--- src/sv/big_pkg.sv ---
package big_pkg;

  localparam int RANK      = 4;
  localparam int MAX_DIM   = 255;
  localparam int DIM_W     = 8;
  localparam int IDX_W     = 32;
  localparam int CFG_IDX_W = $clog2(2 * RANK) + 1;

  // register map: left lengths first, then right lengths
  localparam int CFG_LEFT_BASE  = 0;
  localparam int CFG_RIGHT_BASE = RANK;

  typedef logic [DIM_W-1:0] dim_t;

  // per-dimension lengths seen by one cell
  typedef struct packed {
    dim_t res;
    dim_t la;
    dim_t ra;
  } cell_dims_t;

  // counter control shared by all cells
  typedef struct packed {
    logic accept;
    logic restart;
    logic err;
  } cell_ctl_t;

  // partial index sums travelling down the chain; coord[0] belongs to the next cell
  typedef struct packed {
    logic [RANK-1:0][DIM_W-1:0] coord;
    logic [IDX_W-1:0]           ri;
    logic [IDX_W-1:0]           li;
    logic [IDX_W-1:0]           qi;
    logic [IDX_W-1:0]           rs;
    logic [IDX_W-1:0]           ls;
    logic [IDX_W-1:0]           qs;
    logic                       last;
    logic                       err;
  } tok_t;

  function automatic dim_t clamp_dim(input dim_t v);
    dim_t r;
    r = v;
    if (v == '0) begin
      r = DIM_W'(1);
    end else if (32'(v) > 32'(MAX_DIM)) begin
      r = DIM_W'(MAX_DIM);
    end
    return r;
  endfunction

endpackage

--- src/sv/big_cell.sv ---
module big_cell
  import big_pkg::*;
(
  input  logic       clk,
  input  logic       rst_n,
  input  cell_ctl_t  ctl,
  input  logic       adv,
  input  cell_dims_t dims,
  input  logic       carry_in,
  output logic       carry_out,
  output dim_t       coord_nxt,
  input  tok_t       tok_in,
  input  logic       tok_vld_in,
  output tok_t       tok_out,
  output logic       tok_vld_out
);

  dim_t             coord_r;
  logic [DIM_W:0]   c_plus;
  tok_t             tok_nxt;
  dim_t             c;
  logic [IDX_W-1:0] c_ext;
  tok_t             tok_r;
  logic             vld_r;

  // coordinate counter
  always_comb begin
    c_plus    = {1'b0, coord_r} + (DIM_W+1)'(1);
    coord_nxt = coord_r;
    carry_out = 1'b0;
    if (ctl.err || ctl.restart) begin
      coord_nxt = '0;
    end else if (carry_in) begin
      if (c_plus >= {1'b0, dims.res}) begin
        coord_nxt = '0;
        carry_out = 1'b1;
      end else begin
        coord_nxt = c_plus[DIM_W-1:0];
      end
    end
  end

  always_ff @(posedge clk) begin
    if (!rst_n) begin
      coord_r <= '0;
    end else if (ctl.accept) begin
      coord_r <= coord_nxt;
    end
  end

  // index stage for this dimension
  always_comb begin
    c       = tok_in.coord[0];
    c_ext   = IDX_W'(c);
    tok_nxt = tok_in;
    tok_nxt.coord = tok_in.coord >> DIM_W;
    tok_nxt.ri = tok_in.ri + c_ext * tok_in.rs;
    tok_nxt.li = (dims.la != DIM_W'(1)) ? tok_in.li + c_ext * tok_in.ls : tok_in.li;
    tok_nxt.qi = (dims.ra != DIM_W'(1)) ? tok_in.qi + c_ext * tok_in.qs : tok_in.qi;
    tok_nxt.rs = tok_in.rs * IDX_W'(dims.res);
    tok_nxt.ls = tok_in.ls * IDX_W'(dims.la);
    tok_nxt.qs = tok_in.qs * IDX_W'(dims.ra);
    tok_nxt.last = tok_in.last && (c == dims.res - DIM_W'(1));
  end

  always_ff @(posedge clk) begin
    if (!rst_n) begin
      vld_r <= 1'b0;
    end else if (adv) begin
      vld_r <= tok_vld_in;
    end
  end

  always_ff @(posedge clk) begin
    if (adv) begin
      tok_r <= tok_nxt;
    end
  end

  assign tok_out     = tok_r;
  assign tok_vld_out = vld_r;

endmodule

--- config.mk ---
export PLATFORM = sky130hd
export DESIGN_NAME = big_cell
export DESIGN_NICKNAME = d
export VERILOG_FILES = /design/src/sv/big_pkg.sv /design/src/sv/big_cell.sv
export SDC_FILE = /design/constraint.sdc
export NUM_CORES = 2
export LEC_CHECK = 0
export BUFFER_PORTS_ARGS = -buffer_cell sky130_fd_sc_hd__buf_2
export CORE_ASPECT_RATIO = 0.8
export CORE_MARGIN = 2
export CORE_UTILIZATION = 47
export DETAILED_ROUTE_END_ITERATION = 8
export PLACE_DENSITY_LB_ADDON = 0.15
export SLEW_MARGIN = 10
export SYNTH_ARGS = -nofsm -noshare
export SYNTH_HDL_FRONTEND = slang
export SYNTH_SLANG_ARGS = --single-unit
--- constraint.sdc ---
create_clock -name clk -period 8.9 [get_ports clk]
set_clock_uncertainty 0.05 [all_clocks]
set_input_delay 1.78 -clock clk [delete_from_list [all_inputs] [get_ports clk]]
set_output_delay 1.78 -clock clk [all_outputs]
set_load 0.005 [all_outputs]
==> results list <==
- Cell types with the largest area share after synthesis: sky130_fd_sc_hd__fa_1 (41%), sky130_fd_sc_hd__edfxtp_1 (13%), sky130_fd_sc_hd__and2_1 (11%)
- By instance count, the leading cell after synthesis is sky130_fd_sc_hd__inv_1.
* Post-CTS repair timing setup buffer count: 0
* Drt via density: between 5 and 6
* Fillers: ~10,000
* Core area: about 110,000 sq um
* Share of synthesized area occupied by flip-flops and latches: 0.133
- The number of different library cells used by synthesis comes to 73.
- Count of nets left with antenna violations after detail routing: 0
- Horizontal die dimension: ~370 um
* Worst slack at placement: about 0.9 ns
* Number of max-cap violations: 0
* HPWL after detailed placement: 105 mm
- Data arrival time of the critical path: about 7.8 ns
- Most frequently used flop master after synthesis: sky130_fd_sc_hd__edfxtp_1
- Quantity of hold-fixing buffers added after cts: 0
- Dominant delay contributor by cell family on the critical path: adder cells
- In the final layout, the share of cells above drive strength 1 is 0.103.
- Global-route wire length before repair: 218 mm
* Pin count of the biggest net entering global routing: 134
* Share of the synthesized area in the top cell type: 0.407
* Total length of routed wires: 135 mm
- In this run the core area contains 107 standard-cell rows.
* Flop2flop setup slack: 5.47 ns
- Cell type with the highest aggregate area in the netlist: sky130_fd_sc_hd__fa_1
- Setup repair after global routing left no endpoint under its margin.
- Slew HR: 0.276
- Final Cycle Share: 0.833
- Clock-pin slew was measured on the worst setup and hold paths at 0.07 ns.
- Fmax achieved: 0.135 GHz
- Leakage Power: around 27 nW
- Of all nets on the critical path, the largest fanout is 43.
- The largest individual stage delay along the critical path comes from the cell sky130_fd_sc_hd__buf_2.
* Htree depth: 1
* Clk sink count: 227
* Status: completed
- In this run the tool buffered the top-level ports with between 400 and 500 buffer cells.
- Buffer type at the clock tree root: sky130_fd_sc_hd__clkbuf_16
* Number of buffers on the longest clock path: 3
- Averaged over all synthesized cells, the footprint is 9.25 sq um.
* Critical Path RT: 9.25 ns
- Register bit count reported by yosys: roughly 230
* Routability-driven placement congestion ratio: between 0.8 and 0.9
- After detailed routing, the average wire length per cell comes to 18.8 um.
- Initial antenna violation count: 24
- The worst setup path is captured at a flip-flop.
- Yosys mapped a number of flops with a built-in enable equal to 218.
* Number of global-route vias before repair: 39,200
- Cell total after placement: 7,132
- During synthesis, Yosys emitted a total of 0 warnings.
- Pwr/cell area: roughly 310 nW/um^2
* Number of buffers and inverters on the critical path: 4
* Initial DRC Count: 2,077
- Final number of max-transition violations: 0
- Area growth from synthesis to final layout: 9.02%
* Die footprint: 110,000 sq um
* Period minus WS final: about 7.4 ns
- Across all layers, the routed design uses ~37,000 vias.
- The most numerous cell type found on the critical path is sky130_fd_sc_hd__fa_1.
* Final-stage net count: 7,285
- TritonCTS created 31 clock buffers.
* Category of the critical setup timing path: in -> reg
- Cell types with the highest counts after synthesis: sky130_fd_sc_hd__inv_1 (1,109), sky130_fd_sc_hd__fa_1 (1,026), sky130_fd_sc_hd__and2_1 (855), sky130_fd_sc_hd__nand2_1 (635), sky130_fd_sc_hd__clkbuf_1 (263)
* Post-cts sizing count: 0
* Clock latency of the later-clocked register in the worst-skew pair: between 0.6 and 0.7 ns
* Startpoint class of the critical path: primary input
- Worst setup slack after layout: 1.48 ns
* GRT overflow: 0
- CP cell instances: buf_2 > buf_12 > and2_1 > fa_1 > fa_1 > fa_1 > inv_1 > fa_1 > inv_1 > ha_1 > a2111oi_0 > a2111oi_0 > nor2_1 > o21ai_0 > or4_1 > a31oi_1 > xor2_1 > o21ai_0
- Hold Crit Class: reg -> reg
* Starting density of the core: 0.474
- Final Hold Viols: 0
* Fraction of synthesis flops using an asynchronous set or reset pin: 0
- VDD sags by at most 258 uV.
* Total I/O pin count: 494
* Final Power: roughly 17 mW
- For this run, the total global-route usage over all layers was measured as 0.253.
- Number of DRC violations after detailed routing: 0
- Synthesis produced a netlist whose cell count is 5,456.
- Final cell count without fillers: 7,195
* Cell area after synthesis: approximately 50,000 sq um
* TritonCTS clock tree: yes
* Setup_tns: 0 ns
- Transition time at the pin with the least slew margin: ~1.1 ns
- Delay contributed by the slowest stage of the critical path: 0.77 ns
- The die is 297 um tall.
- Initial DRT Pass Iterations: 5
- Setup violations, final: 0
## final cells by class
type                    count  area [sq um]  area share
multi-input cells        3854         38500       0.701
diodes                      6          15.0    0.000273
clock inverters            22           223     0.00405
clock buffers              35           791      0.0144
flip-flops and latches    227          6730       0.122
repair buffers            525          2780      0.0505
inverters                1109          4160      0.0757
well taps                1417          1770      0.0322
## metal layers
metal	part of all wire	up-vias	track usage	routed length, um
met5	0.0014	-	0	195
li1	-	17000	-	-
met4	0.020	30	0.0452	2640
met2	0.46	932	0.405	62800
met3	0.063	146	0.0416	8530
met1	0.45	19000	0.365	61300
## stage by stage
step / utilization / instance area [sq um] / hold WS [ns]
6_report: 0.517 / 55000 / 0.464
5_1_grt: 0.517 / 55000 / 0.531
4_1_cts: 0.517 / 55000 / 0.468
3_5_place_dp: 0.507 / 54000 / 0.448
3_3_place_gp: 0.507 / 54000 / 0.445
2_1_floorplan: - / 50500 / 0.451
## cells in the final DEF, fill, tap and decap left out, drive strengths merged, types with 6 or more instances in the layout
cell    netlist  routed
and2        855     855
nand2b       28      28
o21bai       20      20
buf          10     525
edfxtp      218     218
and3         15      15
a31oi        20      20
clkbuf      263      35
a21o         56      56
o21ai       116     116
nand3        46      46
inv        1109    1114
diode         0       6
fa         1026    1026
a41oi         6       6
or2          11      11
o31a          7       7
nor2        124     124
a21oi       156     156
a211oi       20      20
o21a         25      25
o211ai       13      13
nand4        16      16
clkinv        0      10
nor3         26      26
nor2b        21      21
ha          253     253
xor2         78      78
o31ai         8       8
or3           9       9
dfxtp         9       9
nand2       635     635
xnor2       171     171
nor4          9       9
conb          1       8
## worst min-delay path, stage by stage (launching register included)
cell and delay [ns]:
sky130_fd_sc_hd__dfxtp_1 0.32, sky130_fd_sc_hd__mux2i_1 0.06, sky130_fd_sc_hd__nor2b_1 0.10
## report_power, final
| group | total (mW) | internal [mW] | switching [mW] |
|---|---|---|---|
| sequential | 2.50 | 2.32 | 0.173 |
| clock | 1.30 | 0.729 | 0.576 |
| combinational | 13.4 | 5.76 | 7.65 |
| total | 17.2 | 8.81 | 8.40 |
## path summary, 6_finish.rpt
path | endpoint | depth (start not counted) | start
max | tok_out[128] | 18 | tok_in[196]
min | tok_vld_out | 2 | tok_vld_out
max reg2reg | coord_r[5] | 12 | coord_r[0]
min reg2reg | tok_vld_out | 2 | tok_vld_out
## kinds of logic after synthesis
kind of cell | after synthesis | share of synthesized area
xor gates and xnor gates | 249 | 0.0432
AOI/OAI and AO/OA | 506 | 0.0640
muxes | 4 | 0.000818
adders and majority gates | 1279 | 0.470
other | 1 | 0.0000743
and+or+nand+nor | 1808 | 0.185
DFF | 227 | 0.133
buffers and inverters | 1382 | 0.103
## sequential cells by signal, indices dropped and copies added, names as in the netlist
name and count:
tok_out 218, coord_r 8, tok_vld_out 1
Power figures use the tool's default switching activity.
